$ cat config.mk
export PLATFORM = sky130hd
export DESIGN_NAME = i2c_lcd_refresh_sequencer_unit_flat
export DESIGN_NICKNAME = d
export VERILOG_FILES = /design/src/lcdr_pkg.sv /design/src/lcdr_if.sv /design/src/i2c_lcd_refresh_sequencer_unit.sv /design/src/lcdr_ram.sv /design/src/lcdr_front.sv /design/src/lcdr_queue.sv /design/src/lcdr_back.sv /design/src/flat_wrapper.sv
export SDC_FILE = /design/constraint.sdc
export NUM_CORES = 1
export LEC_CHECK = 0
export BUFFER_PORTS_ARGS = -buffer_cell sky130_fd_sc_hd__buf_4
export CAP_MARGIN = 5
export CORE_MARGIN = 5
export CORE_UTILIZATION = 45
export CTS_CLUSTER_SIZE = 40
export DETAILED_ROUTE_END_ITERATION = 6
export GPL_ROUTABILITY_DRIVEN = 0
export HOLD_SLACK_MARGIN = 0.12
export SETUP_SLACK_MARGIN = 0.3
export SYNTH_ARGS = -nofsm -noshare
export SYNTH_HDL_FRONTEND = slang
export SYNTH_HIERARCHICAL = 1
export SYNTH_SLANG_ARGS = --single-unit
$ cat constraint.sdc
create_clock -name clk -period 4.5 [get_ports clk]
set_clock_uncertainty 0.15 [all_clocks]
set_input_delay 0.9 -clock clk [delete_from_list [all_inputs] [get_ports clk]]
set_output_delay 0.9 -clock clk [all_outputs]
set_load 0.02 [all_outputs]
$ cat src/lcdr_pkg.sv
package lcdr_pkg;

	localparam int LINE_LEN_DEF = 20;
	localparam int NUM_LINES = 4;
	localparam int LINE_W = 2;
	localparam int COL_W = 5;
	localparam int BYTE_W = 8;
	localparam int WAIT_W = 9;
	localparam int STEP_W = 6;
	localparam int Q_DEPTH = 4;
	localparam int Q_PTR_W = $clog2(Q_DEPTH);
	localparam int Q_CNT_W = $clog2(Q_DEPTH + 1);

	typedef enum logic [1:0] {
		CMD_TICK = 2'd0,
		CMD_STATUS = 2'd1,
		CMD_INIT = 2'd2,
		CMD_WRITE = 2'd3
	} cmd_t;

	typedef enum logic [1:0] {
		ACT_START = 2'd0,
		ACT_RSTART = 2'd1,
		ACT_SEND = 2'd2,
		ACT_STOP = 2'd3
	} act_t;

	localparam logic [BYTE_W-1:0] SLAVE_ADDR_RST = 8'h78;
	localparam logic [BYTE_W-1:0] SPACE_CHAR = 8'h20;
	localparam logic [BYTE_W-1:0] CTRL_CMD = 8'h80;
	localparam logic [BYTE_W-1:0] CTRL_DATA = 8'h40;
	localparam logic [BYTE_W-1:0] DDRAM_ROW_0 = 8'h80;
	localparam logic [BYTE_W-1:0] DDRAM_ROW_1 = 8'hC0;
	localparam logic [BYTE_W-1:0] LCD_FUNC_SET = 8'h38;
	localparam logic [BYTE_W-1:0] LCD_DISP_ON = 8'h0C;
	localparam logic [BYTE_W-1:0] LCD_CLEAR = 8'h01;

	localparam logic [BYTE_W-1:0] STAT_MASK = 8'hF8;
	localparam logic [BYTE_W-1:0] STAT_START = 8'h08;
	localparam logic [BYTE_W-1:0] STAT_RSTART = 8'h10;
	localparam logic [BYTE_W-1:0] STAT_ADDR_ACK = 8'h18;
	localparam logic [BYTE_W-1:0] STAT_DATA_ACK = 8'h28;

	localparam logic [WAIT_W-1:0] WAIT_NONE = 9'd0;
	localparam logic [WAIT_W-1:0] WAIT_POWER_UP = 9'd400;
	localparam logic [WAIT_W-1:0] WAIT_SHORT = 9'd1;
	localparam logic [WAIT_W-1:0] WAIT_CLEAR = 9'd100;

	localparam logic [STEP_W-1:0] STEP_IDLE = 6'd0;
	localparam logic [STEP_W-1:0] STEP_ADDR = 6'd1;
	localparam logic [STEP_W-1:0] STEP_CTRL = 6'd2;
	localparam logic [STEP_W-1:0] STEP_ROW_0 = 6'd3;
	localparam logic [STEP_W-1:0] STEP_DATA = 6'd4;
	localparam logic [STEP_W-1:0] STEP_LINE_0 = 6'd5;
	localparam logic [STEP_W-1:0] STEP_LINE_2 = 6'd6;
	localparam logic [STEP_W-1:0] STEP_RSTART = 6'd7;
	localparam logic [STEP_W-1:0] STEP_ADDR_2 = 6'd8;
	localparam logic [STEP_W-1:0] STEP_CTRL_2 = 6'd9;
	localparam logic [STEP_W-1:0] STEP_ROW_1 = 6'd10;
	localparam logic [STEP_W-1:0] STEP_DATA_2 = 6'd11;
	localparam logic [STEP_W-1:0] STEP_LINE_1 = 6'd12;
	localparam logic [STEP_W-1:0] STEP_LINE_3 = 6'd13;
	localparam logic [STEP_W-1:0] STEP_STOP = 6'd14;
	localparam logic [STEP_W-1:0] STEP_INIT_FIRST = 6'd17;
	localparam logic [STEP_W-1:0] STEP_INIT_LAST = 6'd33;

	typedef struct packed {
		logic two;
		act_t act0;
		logic [BYTE_W-1:0] byte0;
		logic [WAIT_W-1:0] wait0;
		logic [WAIT_W-1:0] wait1;
	} entry_t;

	function automatic logic [BYTE_W-1:0] init_cmd(input logic [1:0] phase);
		logic [BYTE_W-1:0] res;
		case (phase)
			2'd0: res = LCD_FUNC_SET;
			2'd1: res = LCD_DISP_ON;
			default: res = LCD_CLEAR;
		endcase
		return res;
	endfunction

	function automatic logic [WAIT_W-1:0] init_wait(input logic [1:0] phase);
		logic [WAIT_W-1:0] res;
		case (phase)
			2'd0: res = WAIT_POWER_UP;
			2'd3: res = WAIT_CLEAR;
			default: res = WAIT_SHORT;
		endcase
		return res;
	endfunction

endpackage

$ cat src/lcdr_if.sv
interface lcdr_req_if;
	logic valid;
	logic ready;
	logic [1:0] cmd;
	logic [7:0] bus_status;
	logic [1:0] line_select;
	logic [4:0] column;
	logic [7:0] char_code;

	modport source (output valid, cmd, bus_status, line_select, column, char_code,
		input ready);
	modport sink (input valid, cmd, bus_status, line_select, column, char_code,
		output ready);
endinterface

interface lcdr_rsp_if;
	logic valid;
	logic ready;
	logic [1:0] action;
	logic [7:0] data_byte;
	logic [8:0] wait_before;
	logic last;

	modport source (output valid, action, data_byte, wait_before, last, input ready);
	modport sink (input valid, action, data_byte, wait_before, last, output ready);
endinterface

$ cat src/i2c_lcd_refresh_sequencer_unit.sv
// The first bus action of a request passes through the stage register, the action queue and
// the output register before it is presented. One request is accepted per cycle while the
// four-entry action queue has room; a request yielding a stop and a start presents both in turn.
// Reset is asynchronous: the sequencer goes idle, the queue empties, the address byte returns
// to 0x78, and per-character flags make the line store read as spaces at once, with no sweep.
module i2c_lcd_refresh_sequencer_unit #(
	parameter int LINE_LEN = lcdr_pkg::LINE_LEN_DEF
) (
	input logic clk,
	input logic arst_n,
	input logic cfg_we,
	input logic [7:0] cfg_wdata,
	lcdr_req_if.sink req,
	lcdr_rsp_if.source rsp
);

	logic [lcdr_pkg::BYTE_W-1:0] slave_addr_q;
	logic q_push;
	logic q_pop;
	lcdr_pkg::entry_t q_entry;
	lcdr_pkg::entry_t q_head;
	logic [lcdr_pkg::Q_CNT_W-1:0] q_count;

	always_ff @(posedge clk or negedge arst_n) begin
		if (!arst_n) begin
			slave_addr_q <= lcdr_pkg::SLAVE_ADDR_RST;
		end else if (cfg_we) begin
			slave_addr_q <= cfg_wdata;
		end
	end

	lcdr_front #(
		.LINE_LEN(LINE_LEN)
	) u_front (
		.clk(clk),
		.arst_n(arst_n),
		.req(req),
		.slave_addr(slave_addr_q),
		.q_count(q_count),
		.q_push(q_push),
		.q_entry(q_entry)
	);

	lcdr_queue u_queue (
		.clk(clk),
		.arst_n(arst_n),
		.push(q_push),
		.din(q_entry),
		.pop(q_pop),
		.head(q_head),
		.count(q_count)
	);

	lcdr_back u_back (
		.clk(clk),
		.arst_n(arst_n),
		.q_head(q_head),
		.q_count(q_count),
		.q_pop(q_pop),
		.rsp(rsp)
	);

endmodule

$ cat src/lcdr_ram.sv
module lcdr_ram #(
	parameter int WIDTH = 8,
	parameter int DEPTH = 80
) (
	input logic clk,
	input logic we,
	input logic [$clog2(DEPTH)-1:0] waddr,
	input logic [WIDTH-1:0] wdata,
	input logic [$clog2(DEPTH)-1:0] raddr,
	output logic [WIDTH-1:0] rdata
);

	logic [WIDTH-1:0] mem_q [DEPTH];
	logic [WIDTH-1:0] rdata_q;

	always_ff @(posedge clk) begin
		if (we) begin
			mem_q[waddr] <= wdata;
		end
		rdata_q <= mem_q[raddr];
	end

	assign rdata = rdata_q;

endmodule

$ cat src/lcdr_front.sv
module lcdr_front #(
	parameter int LINE_LEN = lcdr_pkg::LINE_LEN_DEF
) (
	input logic clk,
	input logic arst_n,
	lcdr_req_if.sink req,
	input logic [lcdr_pkg::BYTE_W-1:0] slave_addr,
	input logic [lcdr_pkg::Q_CNT_W-1:0] q_count,
	output logic q_push,
	output lcdr_pkg::entry_t q_entry
);

	localparam int STORE_DEPTH = lcdr_pkg::NUM_LINES * LINE_LEN;
	localparam int ADDR_W = $clog2(STORE_DEPTH);
	localparam int POS_W = $clog2(LINE_LEN);
	localparam logic [1:0] SUB_FRAME = 2'd0;
	localparam logic [1:0] SUB_ADDR = 2'd1;
	localparam logic [1:0] SUB_CTRL = 2'd2;
	localparam logic [1:0] SUB_CMD = 2'd3;

	logic [lcdr_pkg::STEP_W-1:0] seq_step_q;
	logic [POS_W-1:0] char_pos_q;
	logic [STORE_DEPTH-1:0] filled_q;

	logic vld_s1;
	logic char_s1;
	logic filled_s1;
	lcdr_pkg::entry_t entry_s1;

	logic accept;
	lcdr_pkg::cmd_t cmd;
	logic status_ok;
	logic [lcdr_pkg::BYTE_W-1:0] status;
	logic [lcdr_pkg::STEP_W-1:0] init_off;

	logic adv_has;
	logic adv_char;
	logic [lcdr_pkg::LINE_W-1:0] adv_line;
	logic [lcdr_pkg::STEP_W-1:0] adv_step;
	logic [POS_W-1:0] adv_pos;
	lcdr_pkg::entry_t adv_entry;

	logic res_has;
	logic res_char;
	logic [lcdr_pkg::STEP_W-1:0] nxt_step;
	logic [POS_W-1:0] nxt_pos;
	lcdr_pkg::entry_t res_entry;

	logic wr_en;
	logic [ADDR_W-1:0] wr_addr;
	logic [ADDR_W-1:0] rd_addr;
	logic [lcdr_pkg::BYTE_W-1:0] rd_data;

	assign req.ready = (q_count + lcdr_pkg::Q_CNT_W'(vld_s1)) <
		lcdr_pkg::Q_CNT_W'(lcdr_pkg::Q_DEPTH);
	assign accept = req.valid && req.ready;
	assign cmd = lcdr_pkg::cmd_t'(req.cmd);
	assign status = req.bus_status & lcdr_pkg::STAT_MASK;
	assign status_ok = (status == lcdr_pkg::STAT_START) || (status == lcdr_pkg::STAT_RSTART) ||
		(status == lcdr_pkg::STAT_ADDR_ACK) || (status == lcdr_pkg::STAT_DATA_ACK);
	assign init_off = seq_step_q - lcdr_pkg::STEP_INIT_FIRST;

	// One step of the refresh or power-up sequence on an accepted bus status.
	always_comb begin
		adv_has = 1'b0;
		adv_char = 1'b0;
		adv_line = '0;
		adv_step = seq_step_q + 6'd1;
		adv_pos = char_pos_q;
		adv_entry = '{two: 1'b0, act0: lcdr_pkg::ACT_SEND, byte0: '0,
			wait0: lcdr_pkg::WAIT_NONE, wait1: lcdr_pkg::WAIT_NONE};
		unique case (seq_step_q) inside
			lcdr_pkg::STEP_IDLE: begin
				adv_step = lcdr_pkg::STEP_IDLE;
			end
			lcdr_pkg::STEP_ADDR, lcdr_pkg::STEP_ADDR_2: begin
				adv_has = 1'b1;
				adv_entry.byte0 = slave_addr;
			end
			lcdr_pkg::STEP_CTRL, lcdr_pkg::STEP_CTRL_2: begin
				adv_has = 1'b1;
				adv_entry.byte0 = lcdr_pkg::CTRL_CMD;
			end
			lcdr_pkg::STEP_ROW_0: begin
				adv_has = 1'b1;
				adv_entry.byte0 = lcdr_pkg::DDRAM_ROW_0;
			end
			lcdr_pkg::STEP_ROW_1: begin
				adv_has = 1'b1;
				adv_entry.byte0 = lcdr_pkg::DDRAM_ROW_1;
			end
			lcdr_pkg::STEP_DATA: begin
				adv_has = 1'b1;
				adv_entry.byte0 = lcdr_pkg::CTRL_DATA;
			end
			lcdr_pkg::STEP_DATA_2: begin
				adv_has = 1'b1;
				adv_entry.byte0 = lcdr_pkg::CTRL_DATA;
				adv_pos = '0;
			end
			lcdr_pkg::STEP_LINE_0, lcdr_pkg::STEP_LINE_2,
			lcdr_pkg::STEP_LINE_1, lcdr_pkg::STEP_LINE_3: begin
				adv_has = 1'b1;
				adv_char = 1'b1;
				case (seq_step_q)
					lcdr_pkg::STEP_LINE_0: adv_line = 2'd0;
					lcdr_pkg::STEP_LINE_2: adv_line = 2'd2;
					lcdr_pkg::STEP_LINE_1: adv_line = 2'd1;
					default: adv_line = 2'd3;
				endcase
				if (char_pos_q == POS_W'(LINE_LEN - 1)) begin
					adv_pos = '0;
				end else begin
					adv_pos = char_pos_q + POS_W'(1);
					adv_step = seq_step_q;
				end
			end
			lcdr_pkg::STEP_RSTART: begin
				adv_has = 1'b1;
				adv_entry.act0 = lcdr_pkg::ACT_RSTART;
			end
			lcdr_pkg::STEP_STOP: begin
				adv_has = 1'b1;
				adv_entry.act0 = lcdr_pkg::ACT_STOP;
				adv_step = lcdr_pkg::STEP_IDLE;
			end
			[lcdr_pkg::STEP_INIT_FIRST:lcdr_pkg::STEP_INIT_LAST]: begin
				adv_has = 1'b1;
				case (init_off[1:0])
					SUB_FRAME: begin
						if (seq_step_q == lcdr_pkg::STEP_INIT_FIRST) begin
							adv_entry.act0 = lcdr_pkg::ACT_START;
							adv_entry.wait0 = lcdr_pkg::init_wait(2'd0);
						end else if (seq_step_q == lcdr_pkg::STEP_INIT_LAST) begin
							adv_entry.act0 = lcdr_pkg::ACT_STOP;
							adv_step = lcdr_pkg::STEP_IDLE;
						end else begin
							adv_entry.two = 1'b1;
							adv_entry.act0 = lcdr_pkg::ACT_STOP;
							adv_entry.wait1 = lcdr_pkg::init_wait(init_off[3:2]);
						end
					end
					SUB_ADDR: adv_entry.byte0 = slave_addr;
					SUB_CTRL: adv_entry.byte0 = lcdr_pkg::CTRL_CMD;
					SUB_CMD: adv_entry.byte0 = lcdr_pkg::init_cmd(init_off[3:2]);
					default: adv_entry.byte0 = '0;
				endcase
			end
			default: begin
				adv_step = lcdr_pkg::STEP_IDLE;
			end
		endcase
	end

	// Request decode.
	always_comb begin
		res_has = 1'b0;
		res_char = 1'b0;
		nxt_step = seq_step_q;
		nxt_pos = char_pos_q;
		res_entry = adv_entry;
		wr_en = 1'b0;
		unique case (cmd)
			lcdr_pkg::CMD_TICK: begin
				res_has = 1'b1;
				nxt_step = lcdr_pkg::STEP_ADDR;
				nxt_pos = '0;
				res_entry = '{two: 1'b0, act0: lcdr_pkg::ACT_START, byte0: '0,
					wait0: lcdr_pkg::WAIT_NONE, wait1: lcdr_pkg::WAIT_NONE};
			end
			lcdr_pkg::CMD_STATUS: begin
				if (status_ok) begin
					res_has = adv_has;
					res_char = adv_char;
					nxt_step = adv_step;
					nxt_pos = adv_pos;
				end
			end
			lcdr_pkg::CMD_INIT: begin
				res_has = 1'b1;
				nxt_step = lcdr_pkg::STEP_INIT_FIRST + 6'd1;
				nxt_pos = '0;
				res_entry = '{two: 1'b0, act0: lcdr_pkg::ACT_START, byte0: '0,
					wait0: lcdr_pkg::init_wait(2'd0), wait1: lcdr_pkg::WAIT_NONE};
			end
			lcdr_pkg::CMD_WRITE: begin
				wr_en = accept && (32'(req.column) < LINE_LEN);
			end
			default: begin
				res_has = 1'b0;
			end
		endcase
	end

	assign wr_addr = ADDR_W'(req.line_select) * ADDR_W'(LINE_LEN) + ADDR_W'(req.column);
	assign rd_addr = ADDR_W'(adv_line) * ADDR_W'(LINE_LEN) + ADDR_W'(char_pos_q);

	lcdr_ram #(
		.WIDTH(lcdr_pkg::BYTE_W),
		.DEPTH(STORE_DEPTH)
	) u_store (
		.clk(clk),
		.we(wr_en),
		.waddr(wr_addr),
		.wdata(req.char_code),
		.raddr(rd_addr),
		.rdata(rd_data)
	);

	always_ff @(posedge clk or negedge arst_n) begin
		if (!arst_n) begin
			seq_step_q <= lcdr_pkg::STEP_IDLE;
			char_pos_q <= '0;
			filled_q <= '0;
			vld_s1 <= 1'b0;
		end else begin
			vld_s1 <= accept && res_has;
			if (accept) begin
				seq_step_q <= nxt_step;
				char_pos_q <= nxt_pos;
			end
			if (wr_en) begin
				filled_q[wr_addr] <= 1'b1;
			end
		end
	end

	always_ff @(posedge clk) begin
		entry_s1 <= res_entry;
		char_s1 <= res_char;
		filled_s1 <= filled_q[rd_addr];
	end

	// A character that was never written still reads as a space.
	always_comb begin
		q_entry = entry_s1;
		if (char_s1) begin
			q_entry.byte0 = filled_s1 ? rd_data : lcdr_pkg::SPACE_CHAR;
		end
	end

	assign q_push = vld_s1;

	a_pos_range: assert property (@(posedge clk) disable iff (!arst_n)
		32'(char_pos_q) < LINE_LEN)
		else $error("Character position ran past the line length.");

	a_s1_from_accept: assert property (@(posedge clk) disable iff (!arst_n)
		vld_s1 |-> $past(req.valid && req.ready))
		else $error("Queue push without an accepted request.");

endmodule

$ cat src/lcdr_queue.sv
module lcdr_queue (
	input logic clk,
	input logic arst_n,
	input logic push,
	input lcdr_pkg::entry_t din,
	input logic pop,
	output lcdr_pkg::entry_t head,
	output logic [lcdr_pkg::Q_CNT_W-1:0] count
);

	lcdr_pkg::entry_t slot_q [lcdr_pkg::Q_DEPTH];
	logic [lcdr_pkg::Q_PTR_W-1:0] wr_ptr_q;
	logic [lcdr_pkg::Q_PTR_W-1:0] rd_ptr_q;
	logic [lcdr_pkg::Q_CNT_W-1:0] count_q;

	always_ff @(posedge clk or negedge arst_n) begin
		if (!arst_n) begin
			wr_ptr_q <= '0;
			rd_ptr_q <= '0;
			count_q <= '0;
		end else begin
			if (push) begin
				wr_ptr_q <= wr_ptr_q + lcdr_pkg::Q_PTR_W'(1);
			end
			if (pop) begin
				rd_ptr_q <= rd_ptr_q + lcdr_pkg::Q_PTR_W'(1);
			end
			case ({push, pop})
				2'b10: count_q <= count_q + lcdr_pkg::Q_CNT_W'(1);
				2'b01: count_q <= count_q - lcdr_pkg::Q_CNT_W'(1);
				default: count_q <= count_q;
			endcase
		end
	end

	always_ff @(posedge clk) begin
		if (push) begin
			slot_q[wr_ptr_q] <= din;
		end
	end

	assign head = slot_q[rd_ptr_q];
	assign count = count_q;

	a_no_overflow: assert property (@(posedge clk) disable iff (!arst_n)
		push |-> (count_q < lcdr_pkg::Q_CNT_W'(lcdr_pkg::Q_DEPTH)) || pop)
		else $error("Queue written while full.");

	a_no_underflow: assert property (@(posedge clk) disable iff (!arst_n)
		pop |-> count_q != '0)
		else $error("Queue read while empty.");

endmodule

$ cat src/lcdr_back.sv
module lcdr_back (
	input logic clk,
	input logic arst_n,
	input lcdr_pkg::entry_t q_head,
	input logic [lcdr_pkg::Q_CNT_W-1:0] q_count,
	output logic q_pop,
	lcdr_rsp_if.source rsp
);

	lcdr_pkg::entry_t cur_q;
	logic cur_vld_q;
	logic idx_q;
	logic load;

	assign load = !cur_vld_q || (rsp.ready && (idx_q || !cur_q.two));
	assign q_pop = load && (q_count != '0);

	always_ff @(posedge clk or negedge arst_n) begin
		if (!arst_n) begin
			cur_vld_q <= 1'b0;
			idx_q <= 1'b0;
		end else begin
			if (load) begin
				cur_vld_q <= q_count != '0;
				idx_q <= 1'b0;
			end else if (rsp.ready) begin
				idx_q <= 1'b1;
			end
		end
	end

	always_ff @(posedge clk) begin
		if (q_pop) begin
			cur_q <= q_head;
		end
	end

	assign rsp.valid = cur_vld_q;
	assign rsp.action = idx_q ? lcdr_pkg::ACT_START : cur_q.act0;
	assign rsp.data_byte = idx_q ? '0 : cur_q.byte0;
	assign rsp.wait_before = idx_q ? cur_q.wait1 : cur_q.wait0;
	assign rsp.last = idx_q || !cur_q.two;

	a_second_half: assert property (@(posedge clk) disable iff (!arst_n)
		idx_q |-> cur_vld_q && cur_q.two)
		else $error("Second action shown for a single-action entry.");

endmodule

$ cat src/flat_wrapper.sv
// flat-port wrapper written by rule: the top's interface ports become plain ports
module i2c_lcd_refresh_sequencer_unit_flat 
#(
	parameter int LINE_LEN = lcdr_pkg::LINE_LEN_DEF
)
  (clk, arst_n, cfg_we, cfg_wdata, req_valid, req_cmd, req_bus_status, req_line_select, req_column, req_char_code, req_ready, rsp_valid, rsp_action, rsp_data_byte, rsp_wait_before, rsp_last, rsp_ready);
  lcdr_req_if req_i ();
  lcdr_rsp_if rsp_i ();
  input logic clk;
  input logic arst_n;
  input logic cfg_we;
  input logic [7:0] cfg_wdata;
  input wire logic [$bits(req_i.valid)-1:0] req_valid;
  input wire logic [$bits(req_i.cmd)-1:0] req_cmd;
  input wire logic [$bits(req_i.bus_status)-1:0] req_bus_status;
  input wire logic [$bits(req_i.line_select)-1:0] req_line_select;
  input wire logic [$bits(req_i.column)-1:0] req_column;
  input wire logic [$bits(req_i.char_code)-1:0] req_char_code;
  output wire logic [$bits(req_i.ready)-1:0] req_ready;
  output wire logic [$bits(rsp_i.valid)-1:0] rsp_valid;
  output wire logic [$bits(rsp_i.action)-1:0] rsp_action;
  output wire logic [$bits(rsp_i.data_byte)-1:0] rsp_data_byte;
  output wire logic [$bits(rsp_i.wait_before)-1:0] rsp_wait_before;
  output wire logic [$bits(rsp_i.last)-1:0] rsp_last;
  input wire logic [$bits(rsp_i.ready)-1:0] rsp_ready;
  assign req_i.valid = req_valid;
  assign req_i.cmd = req_cmd;
  assign req_i.bus_status = req_bus_status;
  assign req_i.line_select = req_line_select;
  assign req_i.column = req_column;
  assign req_i.char_code = req_char_code;
  assign req_ready = req_i.ready;
  assign rsp_valid = rsp_i.valid;
  assign rsp_action = rsp_i.action;
  assign rsp_data_byte = rsp_i.data_byte;
  assign rsp_wait_before = rsp_i.wait_before;
  assign rsp_last = rsp_i.last;
  assign rsp_i.ready = rsp_ready;
  i2c_lcd_refresh_sequencer_unit #(.LINE_LEN(LINE_LEN)) u_core (.clk(clk), .arst_n(arst_n), .cfg_we(cfg_we), .cfg_wdata(cfg_wdata), .req(req_i), .rsp(rsp_i));
endmodule
==> out/metrics.cfg <==
[worst_setup_path]
critPathArrivalTime_ns = 4.43
critical_path_buf_inv_count = 4
startpoint = u_core/u_front/seq_step_q[1]$_DFFE_PN0P_
crit_path_end_kind = flip-flop
critPathMaxStageDelay_ns = 0.46
worstSetupPathType = flip-flop to flip-flop
crit_path_cell_trace = inv_2, ha_1, o21ai_0, nor2_2, ha_4, inv_1, fa_1, xor2_4, buf_12, clkinv_2, mux4_2, a22oi_1, nand4_1, a22oi_1, nand2_1
worstPathMaxFanout = 12
worstPathRequired_ns = 4.87
path_delay_family = adder cells
timing.rr.start = u_core/u_front/seq_step_q[1]$_DFFE_PN0P_
crit_path_start_kind = flip-flop
slowest_stage = dfrtp_1
ff2ff_setup_slack_ns = 0.43
crit_top_cell = a22oi_1

[timing]
slew_headroom_pct = 26.9
final-max-slew-violation-count = 0
hold_violations = 0
fin_crit_ns = 4.07
fmax_mhz = 246
rsz0062_at_grt = true
worstMarginPinSlew_ns = 1.10
finalSetupTns_ns = 0
whs_ns = 0.299
setup_viol = 0
min_period_over_period_pct = 90.3

[floorplan]
die_y_um = 296
initial_core_util_pct = 45.5
std_cell_rows = 104
io_pins = 60
die_area_mm2 = 0.0875
core_mm2 = 0.0808
die_w_um = 296

[logic_synthesis]
avgSynthCellArea_um2 = 19.1
synth-main-ff-cell = edfxtp_1
ys_seq_area_share_pct = 73.0
synthCells = 1923
asyncSetResetFlopFracSynth_pct = 11.9
ys_ff_latch = 919
ys_warn_count = 6
syn_area_mm2 = 0.0367
ys_types = 79
synth-edff-count = 785

[clock_tree]
htreeDepth = 3
cts_root_buffer = clkbuf_16
cts_inserted_buffers = 94
path_clk_slew_ns = 0.06
cts_tree = built
clock-sinks = 919
clockBufferDepth = 3
insertion_delay_ns = 0.66

[layout]
nets = 2177
syn2layout_area_growth_pct = 15.4
n_fill_cell = 6350
layout-drive-gt1-share_pct = 27.5

[route]
topRoutingLayerUsed = met4
drt-wirelength-per-cell_um = 24.2
m1WireLength_um = 33300
drt-total-wl_um = 78800
detail-route-antenna-nets = 0
dr.pass1.iters = 5
drc = 0
avgViaCountPerCell = 5.64
drt_iter0_drc = 1589
dr_wl_met3_um = 4150
route.met2.wl_um = 38900
num_vias = 18300

[pwr]
p_leak_nw = 14.5
ir_drop_uv = 332
p_per_area_mw_per_mm2 = 472
p_total_w = 0.0200

[global_route]
track_usage_pct = 18.1
grt_antenna_before_repair = 1
gr-total-overflow = 0
grt_max_degree = 81
grt_pass1_vias = 19300
grt_pass1_wl_um = 120000

[flow_run]
drv_cap = 0

[place]
io_buffers = 56
dp_hpwl_um = 48700

[min_path]
min_from = u_core/u_front/filled_q[29]$_DFFE_PN0P_
hold_class = flip-flop to flip-flop

[status]
status = finished clean

==> power by group <==
group	internal, W	leakage [nW]	total [W]	switching (W)
sequential	0.00968	8.78	0.00998	0.000294
clock	0.00480	1.60	0.00806	0.00327
combinational	0.000872	4.13	0.00195	0.00108
total	0.0154	14.5	0.0200	0.00464
==> metrics by stage <==
stage / area, um2 / setup WS, ns / std cells / util [%]
global route: 42400 / 0.281 / 3250 / 52.5
CTS: 42300 / 0.318 / 3246 / 52.3
finish: 42400 / 0.435 / 3251 / 52.5
global placement: 38900 / 0.275 / 3069 / 48.2
detailed placement: 38900 / 0.132 / 3069 / 48.2
floorplan: 36800 / 0.577 / 1930 / -
==> worst register-to-register path, delay by kind of cell, from the launching register on <==
family	cells	cell delay [ns]
AND/OR/NAND/NOR	3	0.56
AO/OA/AOI/OAI	3	0.77
buffers and inverters	4	0.60
flip-flops	1	0.46
XOR/XNOR	1	0.21
adder cells (fa/ha/maj)	3	0.83
multiplexers	1	0.38
==> final timing paths <==
kind | endpoint | cells past startpoint
setup / recovery | u_core/u_front/u_store/rdata[0]$_DFF_P_ | 15
max in group asynchronous | u_core/u_front/filled_q[71]$_DFFE_PN0P_ | 3
hold / removal | u_core/u_front/filled_q[29]$_DFFE_PN0P_ | 1
setup reg to reg | u_core/u_front/u_store/rdata[0]$_DFF_P_ | 15
min in group asynchronous | u_core/u_front/filled_q[18]$_DFFE_PN0P_ | 2
hold reg to reg | u_core/u_front/filled_q[29]$_DFFE_PN0P_ | 1
==> registers in the layout, indices dropped and copies added (netlist names), 7 cells and up <==
name and cells:
u_core/slave_addr_q 8, u_core/u_back/cur_q 29, u_core/u_front/q_entry 7, u_core/u_front/filled_q 80, u_core/u_queue/slot_q 116, u_core/u_front/u_store/rdata 8
u_core/u_front/entry_s1 8, u_core/u_front/u_store/mem_q 640
==> final cells by class <==
cell class / count / area, um2 / share of cell area [%]
antenna: 1 / 2.50 / 0.00590
inverter: 30 / 126 / 0.298
clock inverter: 53 / 742 / 1.75
timing repair inverter: 1 / 5.00 / 0.0118
clock buffer: 123 / 2550 / 6.02
tap: 1060 / 1330 / 3.13
multi-input combinational: 880 / 9360 / 22.1
timing repair buffer: 184 / 1480 / 3.48
sequential: 919 / 26800 / 63.2
==> kinds of logic (layout without fill, tap and decap cells) <==
group / Yosys count / count (layout) / share of synthesized area, %
adders and majority gates: 29 / 29 / 1.05
other: 1 / 9 / 0.0102
xor gates and xnor gates: 13 / 13 / 0.310
buffers and inverters: 131 / 391 / 1.94
muxes: 280 / 280 / 14.9
DFF: 919 / 919 / 73.0
AOI/OAI and AO/OA: 229 / 229 / 4.53
and+or+nand+nor: 321 / 321 / 4.26
==> synthesized netlist by cell type, types with 26 or more instances <==
cell / number / area (um2)
ha_1: 26 / 325
dfrtp_1: 105 / 2630
mux4_2: 209 / 4710
nand2_1: 68 / 255
buf_2: 33 / 165
a21o_1: 63 / 473
edfxtp_1: 785 / 23600
nor2_1: 116 / 435
inv_1: 28 / 105
a22oi_1: 53 / 398
mux2i_1: 50 / 500
buf_4: 26 / 195
==> metal layers <==
layer | GRT usage [%] | up-vias
li1 | - | 8085
met1 | 25.4 | 9653
met2 | 29.3 | 464
met3 | 3.38 | 141
met4 | 5.57 | 0
met5 | 0 | -
==> cell usage in the layout, fill, tap and decap left out, types with 26 or more instances in the layout <==
cell type    n
mux4_2     209
edfxtp_1   785
nor2_1     115
dfrtp_1    101
nand2_1     68
a22oi_1     49
clkbuf_16   94
mux2i_1     50
buf_4      175
inv_1       26
a21o_1      63
==> timing repair <==
action / CTS / global route
hold endpoints to repair: 28 / 0
hold buffers: 1 / 0
resized for setup: 5 / 13
pin swaps: 0 / 7
setup endpoints to repair: 8 / 9
gates cloned: 0 / 1
setup buffers: 0 / 3
Note: power is estimated with default switching activity, not from simulation.
